<file path="config.mk">
export PLATFORM = sky130hd
export DESIGN_NAME = stable_priority_queue_with_rekey
export DESIGN_NICKNAME = d
export VERILOG_FILES = /design/src/rtl/core/spq_pkg.sv /design/src/rtl/core/stable_priority_queue_with_rekey.sv /design/src/rtl/core/spq_cell.sv
export SDC_FILE = /design/constraint.sdc
export NUM_CORES = 2
export LEC_CHECK = 0
export ABC_AREA = 1
export BUFFER_PORTS_ARGS = -buffer_cell sky130_fd_sc_hd__buf_4
export CELL_PAD_IN_SITES_DETAIL_PLACEMENT = 0
export CELL_PAD_IN_SITES_GLOBAL_PLACEMENT = 2
export CORE_MARGIN = 2
export CORE_UTILIZATION = 42
export DETAILED_ROUTE_END_ITERATION = 10
export GPL_TIMING_DRIVEN = 1
export PLACE_DENSITY = 0.92
export SYNTH_ARGS = -nofsm -noshare
export SYNTH_HDL_FRONTEND = slang
export SYNTH_HIERARCHICAL = 1
export SYNTH_SLANG_ARGS = --single-unit
export TNS_END_PERCENT = 50
</file>
<file path="constraint.sdc">
create_clock -name clk -period 22.1 [get_ports clk]
set_input_delay 4.42 -clock clk [delete_from_list [all_inputs] [get_ports clk]]
set_output_delay 4.42 -clock clk [all_outputs]
set_load 0.01 [all_outputs]
</file>
<file path="src/rtl/core/spq_pkg.sv">
// Shared types and constants for the stable priority queue with rekey.
`timescale 1ns / 1ps
package spq_pkg;

  localparam int CAPACITY_DEF  = 16;
  localparam int PRIO_BITS_DEF = 16;
  localparam int KEY_W         = 64;
  localparam int IN_PRIO_W     = 16;
  localparam int MODE_W        = 3;
  localparam int STATUS_W      = 2;
  localparam int COUNT_OUT_W   = 5;

  localparam int IN_TDATA_W  = 88;
  localparam int OUT_TDATA_W = 88;

  localparam logic [MODE_W-1:0] MODE_INSERT = 3'd0;
  localparam logic [MODE_W-1:0] MODE_REKEY  = 3'd1;
  localparam logic [MODE_W-1:0] MODE_POP    = 3'd2;
  localparam logic [MODE_W-1:0] MODE_CLEAR  = 3'd3;
  localparam logic [MODE_W-1:0] MODE_PEEK   = 3'd4;

  localparam logic [STATUS_W-1:0] ST_OK        = 2'd0;
  localparam logic [STATUS_W-1:0] ST_FULL      = 2'd1;
  localparam logic [STATUS_W-1:0] ST_EMPTY     = 2'd2;
  localparam logic [STATUS_W-1:0] ST_NOT_FOUND = 2'd3;

  typedef enum logic [1:0] {
    CELL_HOLD,
    CELL_INSERT,
    CELL_REMOVE
  } cell_op_t;

  typedef struct packed {
    cell_op_t         op;
    logic [KEY_W-1:0] key;
  } cell_ctrl_t;

endpackage

</file>
<file path="src/rtl/core/stable_priority_queue_with_rekey.sv">
// Top level: sequencer, occupancy count and result register around a chain of entry cells.
// Sequencer: one shift pass to the cell chain per cycle. An accepted insert, pop, clear or
//   peek goes from S_IDLE to S_REPLY; a rekey that finds its key does its remove pass in
//   S_IDLE and its insert pass in S_REINS. S_REPLY loads the result register when the output
//   is free. in_tready is high only in S_IDLE, so a new transaction waits for the result.
// Reset: rst_n synchronous active low clears the count, sequencer and output valid;
//   entry storage is not reset.
`timescale 1ns / 1ps
module stable_priority_queue_with_rekey #(
  parameter int CAPACITY  = spq_pkg::CAPACITY_DEF,
  parameter int PRIO_BITS = spq_pkg::PRIO_BITS_DEF
) (
  input  logic                              clk,
  input  logic                              rst_n,
  input  logic                              in_tvalid,
  output logic                              in_tready,
  // [2:0] mode, [66:3] entry_key, [82:67] entry_priority, [87:83] zero
  input  logic [spq_pkg::IN_TDATA_W-1:0]    in_tdata,
  output logic                              out_tvalid,
  input  logic                              out_tready,
  // [1:0] status, [2] head_valid, [66:3] head_key, [82:67] head_priority,
  // [87:83] entry_count
  output logic [spq_pkg::OUT_TDATA_W-1:0]   out_tdata
);

  localparam int CNT_W = $clog2(CAPACITY + 1);
  localparam longint PMAX = (64'sd1 <<< (PRIO_BITS - 1)) - 64'sd1;
  localparam longint PMIN = -(64'sd1 <<< (PRIO_BITS - 1));

  typedef enum logic [1:0] {
    S_IDLE,
    S_REINS,
    S_REPLY
  } state_t;

  state_t                               state_r, state_nxt;
  logic [CNT_W-1:0]                     count_r, count_nxt;
  logic [spq_pkg::STATUS_W-1:0]         status_r, status_nxt;
  logic [spq_pkg::KEY_W-1:0]            pend_key_r, pend_key_nxt;
  logic signed [PRIO_BITS-1:0]          pend_prio_r, pend_prio_nxt;
  logic                                 out_tvalid_r, out_tvalid_nxt;
  logic [spq_pkg::OUT_TDATA_W-1:0]      out_tdata_r, out_tdata_nxt;

  logic [spq_pkg::MODE_W-1:0]           in_mode;
  logic [spq_pkg::KEY_W-1:0]            in_key;
  logic signed [spq_pkg::IN_PRIO_W-1:0] in_prio;
  logic signed [63:0]                   prio_ext;
  logic signed [PRIO_BITS-1:0]          prio_sat;
  logic                                 accept;

  spq_pkg::cell_ctrl_t                  ctrl;
  logic signed [PRIO_BITS-1:0]          cmd_prio;
  logic                                 seen_head;

  logic [spq_pkg::KEY_W-1:0]            cell_key  [CAPACITY];
  logic signed [PRIO_BITS-1:0]          cell_prio [CAPACITY];
  logic                                 cell_le   [CAPACITY];
  logic                                 cell_seen [CAPACITY];

  logic                                 head_valid;
  logic [spq_pkg::KEY_W-1:0]            head_key;
  logic signed [spq_pkg::IN_PRIO_W-1:0] head_prio;

  assign in_mode = in_tdata[2:0];
  assign in_key  = in_tdata[66:3];
  assign in_prio = in_tdata[82:67];

  assign prio_ext = 64'(in_prio);
  always_comb begin
    if (prio_ext > PMAX) begin
      prio_sat = PRIO_BITS'(PMAX);
    end else if (prio_ext < PMIN) begin
      prio_sat = PRIO_BITS'(PMIN);
    end else begin
      prio_sat = PRIO_BITS'(prio_ext);
    end
  end

  assign in_tready = (state_r == S_IDLE);
  assign accept    = in_tvalid && in_tready;

  // cell chain
  for (genvar i = 0; i < CAPACITY; i++) begin : g_cell
    logic [spq_pkg::KEY_W-1:0]   l_key,  r_key;
    logic signed [PRIO_BITS-1:0] l_prio, r_prio;
    logic                        l_le,   s_in;

    if (i == 0) begin : g_first
      assign l_key  = '0;
      assign l_prio = '0;
      assign l_le   = 1'b1;
      assign s_in   = seen_head;
    end else begin : g_mid
      assign l_key  = cell_key[i-1];
      assign l_prio = cell_prio[i-1];
      assign l_le   = cell_le[i-1];
      assign s_in   = cell_seen[i-1];
    end

    if (i == CAPACITY - 1) begin : g_last
      assign r_key  = '0;
      assign r_prio = '0;
    end else begin : g_inner
      assign r_key  = cell_key[i+1];
      assign r_prio = cell_prio[i+1];
    end

    spq_cell #(
      .CAPACITY  (CAPACITY),
      .PRIO_BITS (PRIO_BITS),
      .IDX       (i)
    ) u_cell (
      .clk        (clk),
      .ctrl       (ctrl),
      .new_prio   (cmd_prio),
      .count      (count_r),
      .left_key   (l_key),
      .left_prio  (l_prio),
      .left_le    (l_le),
      .right_key  (r_key),
      .right_prio (r_prio),
      .seen_in    (s_in),
      .key_q      (cell_key[i]),
      .prio_q     (cell_prio[i]),
      .le_out     (cell_le[i]),
      .seen_out   (cell_seen[i])
    );
  end

  assign head_valid = (count_r != '0);
  assign head_key   = head_valid ? cell_key[0] : '0;
  assign head_prio  = head_valid ? spq_pkg::IN_PRIO_W'(cell_prio[0]) : '0;

  always_comb begin
    state_nxt      = state_r;
    count_nxt      = count_r;
    status_nxt     = status_r;
    pend_key_nxt   = pend_key_r;
    pend_prio_nxt  = pend_prio_r;
    out_tvalid_nxt = out_tvalid_r && !out_tready;
    out_tdata_nxt  = out_tdata_r;
    ctrl.op        = spq_pkg::CELL_HOLD;
    ctrl.key       = in_key;
    cmd_prio       = prio_sat;
    seen_head      = 1'b0;

    case (state_r)
      S_IDLE: begin
        if (accept) begin
          pend_key_nxt  = in_key;
          pend_prio_nxt = prio_sat;
          status_nxt    = spq_pkg::ST_OK;
          state_nxt     = S_REPLY;
          case (in_mode)
            spq_pkg::MODE_INSERT: begin
              if (count_r == CNT_W'(CAPACITY)) begin
                status_nxt = spq_pkg::ST_FULL;
              end else begin
                ctrl.op   = spq_pkg::CELL_INSERT;
                count_nxt = count_r + 1'b1;
              end
            end
            spq_pkg::MODE_REKEY: begin
              if (cell_seen[CAPACITY-1]) begin
                ctrl.op   = spq_pkg::CELL_REMOVE;
                count_nxt = count_r - 1'b1;
                state_nxt = S_REINS;
              end else begin
                status_nxt = spq_pkg::ST_NOT_FOUND;
              end
            end
            spq_pkg::MODE_POP: begin
              if (count_r == '0) begin
                status_nxt = spq_pkg::ST_EMPTY;
              end else begin
                seen_head = 1'b1;
                ctrl.op   = spq_pkg::CELL_REMOVE;
                count_nxt = count_r - 1'b1;
              end
            end
            spq_pkg::MODE_CLEAR: begin
              count_nxt = '0;
            end
            default: begin
              if (count_r == '0) begin
                status_nxt = spq_pkg::ST_EMPTY;
              end
            end
          endcase
        end
      end
      S_REINS: begin
        ctrl.op   = spq_pkg::CELL_INSERT;
        ctrl.key  = pend_key_r;
        cmd_prio  = pend_prio_r;
        count_nxt = count_r + 1'b1;
        state_nxt = S_REPLY;
      end
      S_REPLY: begin
        if (!out_tvalid_r || out_tready) begin
          out_tvalid_nxt = 1'b1;
          out_tdata_nxt  = {spq_pkg::COUNT_OUT_W'(count_r), head_prio, head_key,
                            head_valid, status_r};
          state_nxt      = S_IDLE;
        end
      end
      default: begin
        state_nxt = S_IDLE;
      end
    endcase
  end

  always_ff @(posedge clk) begin
    if (!rst_n) begin
      state_r      <= S_IDLE;
      count_r      <= '0;
      out_tvalid_r <= 1'b0;
    end else begin
      state_r      <= state_nxt;
      count_r      <= count_nxt;
      out_tvalid_r <= out_tvalid_nxt;
    end
    status_r    <= status_nxt;
    pend_key_r  <= pend_key_nxt;
    pend_prio_r <= pend_prio_nxt;
    out_tdata_r <= out_tdata_nxt;
  end

  assign out_tvalid = out_tvalid_r;
  assign out_tdata  = out_tdata_r;

endmodule

</file>
<file path="src/rtl/core/spq_cell.sv">
// One slot of the sorted chain: holds an entry, shifts left or right with its neighbours.
`timescale 1ns / 1ps
module spq_cell #(
  parameter int CAPACITY  = spq_pkg::CAPACITY_DEF,
  parameter int PRIO_BITS = spq_pkg::PRIO_BITS_DEF,
  parameter int IDX       = 0,
  localparam int CNT_W    = $clog2(CAPACITY + 1)
) (
  input  logic                        clk,
  input  spq_pkg::cell_ctrl_t         ctrl,
  input  logic signed [PRIO_BITS-1:0] new_prio,
  input  logic [CNT_W-1:0]            count,
  input  logic [spq_pkg::KEY_W-1:0]   left_key,
  input  logic signed [PRIO_BITS-1:0] left_prio,
  input  logic                        left_le,
  input  logic [spq_pkg::KEY_W-1:0]   right_key,
  input  logic signed [PRIO_BITS-1:0] right_prio,
  input  logic                        seen_in,
  output logic [spq_pkg::KEY_W-1:0]   key_q,
  output logic signed [PRIO_BITS-1:0] prio_q,
  output logic                        le_out,
  output logic                        seen_out
);

  logic [spq_pkg::KEY_W-1:0]   key_r,  key_nxt;
  logic signed [PRIO_BITS-1:0] prio_r, prio_nxt;
  logic                        occupied;

  assign occupied = (count > CNT_W'(IDX));
  // entry sits at or ahead of the new priority (stable: equal stays ahead)
  assign le_out   = occupied && (prio_r <= new_prio);
  // first matching key at or before this slot
  assign seen_out = seen_in | (occupied && (key_r == ctrl.key));

  always_comb begin
    key_nxt  = key_r;
    prio_nxt = prio_r;
    case (ctrl.op)
      spq_pkg::CELL_INSERT: begin
        if (!left_le) begin
          key_nxt  = left_key;
          prio_nxt = left_prio;
        end else if (!le_out) begin
          key_nxt  = ctrl.key;
          prio_nxt = new_prio;
        end
      end
      spq_pkg::CELL_REMOVE: begin
        if (seen_out) begin
          key_nxt  = right_key;
          prio_nxt = right_prio;
        end
      end
      default: begin
        key_nxt  = key_r;
        prio_nxt = prio_r;
      end
    endcase
  end

  always_ff @(posedge clk) begin
    key_r  <= key_nxt;
    prio_r <= prio_nxt;
  end

  assign key_q  = key_r;
  assign prio_q = prio_r;

endmodule
</file>
======== Word-level counts from Yosys, hierarchy flattened ========
Cells that the tools add are included.
storage, ports and cells
  flip-flop bits (word level) ............. 1458
  bits in latches ......................... 0
  bits in writable memories ............... 0
  bits in read-only memories .............. 0
  output and inout bits ................... 90
  logic and storage cells ................. 374
  memories kept ........................... 0
cells by class
  $add $sub $neg .......................... 2
  $mul .................................... 0
  div/mod/pow operators ................... 0
  order comparisons ....................... 34
  eq/ne operators ......................... 62
  shift operators ......................... 0
  mux-type cells .......................... 157
  bitwise logic cells ..................... 16
  reduce and logical (&&, ||, !) cells .... 63
operators with widths
  kind                  number
  $mux 64               48
  $pmux 64 s2           16
  $eq 64x64->1          16
  $mux 16               50
  $pmux 16 s2           16
  $le 16x16->1          16
  $ne 3x3->1 const B    17
  $reduce_and 3->1      16
  $gt 5x4->1 const B    8
  $logic_and 1x1->1     34
  $ne 2x1->1 const B    17
  $gt 5x3->1 const B    4
  $mux 5                4
  $pmux 5 s4            1
  $mux 2                9
  $pmux 2 s3            3
  $gt 16x16->1 const B  1
  $lt 16x16->1 const B  1
  $or 1x1->1            16
  $gt 5x1->1 const B    2
  $gt 5x2->1 const B    2
  $pmux 5 s2            1
  $mux 1                8
  $eq 3x2->1 const B    2
  other kinds (19)      26

======== Longest topological paths before layout ========
  depth after elaboration ................. 28
  mapped depth ............................ 52
  gate-level depth less buffers ........... 50

======== Hierarchy ========
Netlist, hierarchy kept.
by module, submodules not included
  module                            instances  cells an instance  area each (um2)  seq. area each (um2)
  stable_priority_queue_with_rekey  1          732                7497.2           5265.0
  spq_cell at g_cell[14].u_cell     1          751                5634.2           2402.3
  spq_cell at g_cell[13].u_cell     1          721                5612.9           2402.3
  spq_cell at g_cell[2].u_cell      1          716                5584.1           2402.3
  spq_cell at g_cell[7].u_cell      1          779                5569.1           2402.3
  spq_cell at g_cell[4].u_cell      1          721                5567.8           2402.3
  spq_cell at g_cell[15].u_cell     1          751                5549.1           2402.3
  spq_cell at g_cell[5].u_cell      1          729                5537.8           2402.3
  spq_cell at g_cell[11].u_cell     1          720                5529.1           2402.3
  spq_cell at g_cell[3].u_cell      1          726                5527.8           2402.3
  spq_cell at g_cell[1].u_cell      1          712                5520.3           2402.3
  spq_cell at g_cell[12].u_cell     1          707                5485.3           2402.3
  spq_cell at g_cell[9].u_cell      1          704                5482.8           2402.3
  spq_cell at g_cell[6].u_cell      1          703                5480.3           2402.3
  3 more rows                       -          -                  -                -

======== Worst setup path after synthesis ========
Ideal clock, no wire load.
  path type ............................... input -> register
  start point ............................. input in_tdata[32] (netlist name)
  end point ............................... register g_cell[10].u_cell.key_r, in the netlist g_cell[10].u_cell/key_q[0] (enable)
  setup time .............................. 0.441 ns
  data arrival time ....................... 11.139 ns
  data required time ...................... 21.659 ns
  slack ................................... 10.520 ns
  stages on the path ...................... 48
  buffers on the path ..................... 2
  cell sequence ........................... nand2_1 nand2_1 or2_0 a21oi_1 nand3_1 nor2_1 nand2_1 nor2_2 nand2_1 nand2_2 inv_1 nand2_2 inv_1 nand2_2 inv_1 nand2_2 inv_1 nand2_2 (+12 left out) inv_1 nand2_2 inv_1 nand2_2 inv_1 nand2_2 inv_1 nand2_2 inv_1 nand2_2 nand4_1 a21oi_1 nand2_1 inv_2 buf_4 clkbuf_4 nand2_2 nand2_1
RTL lines
  item                    RTL line                                source
  start: declaration      stable_priority_queue_with_rekey.sv:18  input logic [spq_pkg::IN_TDATA_W-1:0] in_tdata,
  end signal: assignment  spq_cell.sv:62                          key_r <= key_nxt;
  end: declaration        spq_cell.sv:25                          logic [spq_pkg::KEY_W-1:0] key_r, key_nxt;

==> summary.md <==
| Metric | Value |
|---|---|
| Switch share | `27.3%` |
| Clock share of power | `between 40 and 50%` |
| Router iterations before antenna repair | `8` |
| Clk sinks | `1458` |
| Total track usage | `24.9%` |
| Initial antenna violation count | `3` |
| CP max FO | `78` |
| Nets | `between 10000 and 15000` |
| Finished Core Util | `46.4%` |
| Logic gate share of total power | `13.4%` |
| Synthesized area | `~96000 µm²` |
| H-tree depth | `4` |
| Starting DRT DRC Count | `5702` |
| Run status | `complete, no violations` |
| Die outline width | `482 µm` |
| I/O pin total | `182` |
| Top Usage Layer GRT | `met2` |
| Die area | `between 200000 and 250000 µm²` |
| Met2 Usage GRT | `44.4%` |
| RSZ-0062 raised after global routing | `false` |
| VDD IR max | `about 77 µV` |
| CTS Buffer Depth | `3` |
| CTS Buf Count | `176` |
| Vias per cell | `5.15` |
| Total number of placement rows | `175` |
| Slowest stage cell on the critical path | `buf_4` |
| Met3 Track Usage GR | `3.09%` |
| RR Startpoint | `state_r[1]` |
| Post-CTS Resized | `0` |
| Post-CTS Hold Fix Bufs | `0` |
| HPWL after detailed placement | `216 mm` |
| Min-delay worst type | `flip-flop to flip-flop` |
| Layout cells sized above 1 | `6.06%` |
| Overall Power | `6.97 mW` |
| Worst Setup SP | `in_tdata[40]` |
| Syn_area_per_cell | `7.82 µm²` |
| Die height | `482 µm` |
| Power Internal | `5.07 mW` |
| Min Tclk post-route | `11.51 ns` |
| Clk_lat worst skew | `between 0.8 and 0.9 ns` |
| Relative slew margins | `25.2%` |
| Pin count of the biggest net entering global routing | `roughly 160` |
| Fill cell count | `22523` |
| Max Slew Vio Count | `0` |
| WP buf/inv | `20` |
| Reg area | `43700 µm²` |
| First-pass GRT wire length | `~450 mm` |
| Initial Util | `42.2%` |
| Hold Violations, Final | `0` |
| Area of the multi-input gates | `44200 µm²` |
| Met1 Use GR | `31.5%` |
| Finished Cell Area | `106000 µm²` |
| CP delay by family, top | `simple AND/OR/NAND/NOR gates` |
| Clk_skew | `0.0364 ns` |
| Cells after Synth | `around 12000` |
| DRT antenna net count | `0` |
| CP required | `roughly 23 ns` |
| Kind of critical path | `input pin to flip-flop` |
| Total setup violations reported at the end of the flow | `0` |
| Vias in the first global route | `approximately 80000` |
| Slew at the pin closest to its max-slew limit | `1.12 ns` |
| Final WL | `296 mm` |
| WL/cell | `about 19 µm` |
| Area Growth Syn to Fin | `9.94%` |
| Crit end category | `flip-flop` |
| # DRC | `0` |
| IO Port Bufs | `176` |
| Post-CTS setup buffer count | `0` |
| Post-Route Setup TNS | `0 ns` |
| Final Cycle Share | `52.1%` |
| Gpl congestion | `roughly 0.88` |
| Worst path most repeated cell | `nand2_2` |
| YS warnings | `6` |
| Routed vias | `79765` |
| Max Clock Freq | `0.0869 GHz` |
| Worst EP arrival | `11.93 ns` |
| Clock transition at path regs | `0.05 ns` |
| Overflow after GRT | `0` |
| Sequential power share | `a little under half` |
| Crit start category | `input pin` |
| Core area | `227000 µm²` |
| Root Driver | `clkbuf_16` |
| Worst hold start | `g_cell[15].u_cell/prio_q[2]` |
| TritonCTS clock tree | `done` |
| PwrDens | `66.1 nW/µm²` |
| Max cap viols | `0` |
| Critical Path Max Stage Delay | `0.83 ns` |
| Placed Instance Area | `100000 µm²` |
| Switching power | `about 1.9 mW` |
| Static leakage | `slightly above 40 nW` |
worst min-delay path, stage by stage, from the launching register on:
cell	delay, ns
edfxtp_1	0.35
nand2_1	0.06
o21ai_1	0.06
power by group through the flow:
stage	sequential [mW]	clock (mW)	combinational, mW
3_3_place_gp	3.29	0	0.898
4_1_cts	3.23	2.89	0.931
2_1_floorplan	3.27	0	0.678
6_report	3.23	2.81	0.934
5_1_grt	3.23	2.98	1.06
3_5_place_dp	3.29	0	0.927
placed cells by master, fill, tap and decap left out, drive strengths merged, types with 49 or more instances in the layout:
| master | count |
|---|---|
| ha | 258 |
| xor2 | 278 |
| buf | 312 |
| nand3 | 206 |
| nand4 | 116 |
| o21ai | 2644 |
| nor2 | 459 |
| nor3 | 49 |
| edfxtp | 1450 |
| nand2 | 3766 |
| clkbuf | 238 |
| xnor2 | 532 |
| or2 | 95 |
| inv | 1632 |
| conb | 161 |
| a21oi | 125 |
| clkinv | 78 |
sequential cells by signal, indices dropped and copies added (netlist names):
register,flops
g_cell.u_cell/key_q,1024
out_tdata,88
pend_prio_r,16
state_r,2
g_cell.u_cell/prio_q,256
count_r,5
out_tvalid,1
status_r,2
pend_key_r,64
through the flow:
stage | hold slack, ns | setup slack, ns | cells
final | 0.570 | 10.59 | 15476
after global routing | 0.584 | 10.06 | 15476
after CTS | 0.565 | 10.67 | 15474
after detailed placement | 0.552 | 9.81 | 15153
after global placement | 0.547 | 9.82 | 15153
after floorplan | 0.400 | 10.52 | 12436
worst paths after layout:
| kind | cells past startpoint | endpoint | slack (ns) |
|---|---|---|---|
| worst max-delay path | 49 | g_cell[14].u_cell/key_q[49] | 10.59 |
| worst min-delay path | 2 | g_cell[14].u_cell/prio_q[2] | 0.57 |
| worst max register to register | 52 | g_cell[14].u_cell/key_q[49] | 11.91 |
| worst min register to register | 2 | g_cell[14].u_cell/prio_q[2] | 0.57 |
routing by layer:
layer  part of all wire (%)  vias to the layer above
met2                     50                     1714
li1                       -                    39819
met3                    4.6                      439
met4                    2.9                        2
met1                     43                    37791
met5                 0.0027                        -
area by class of cell:
cell class                 count  area share, %
clock inverter                83          0.587
sequential                  1458           41.4
multi-input combinational   8738           41.9
inverter                    1636           5.87
tap                         3009           3.57
clock buffer                 238           4.49
antenna                        2        0.00474
timing repair buffer         312           2.22
No activity file was read; power rests on OpenSTA's default activity.
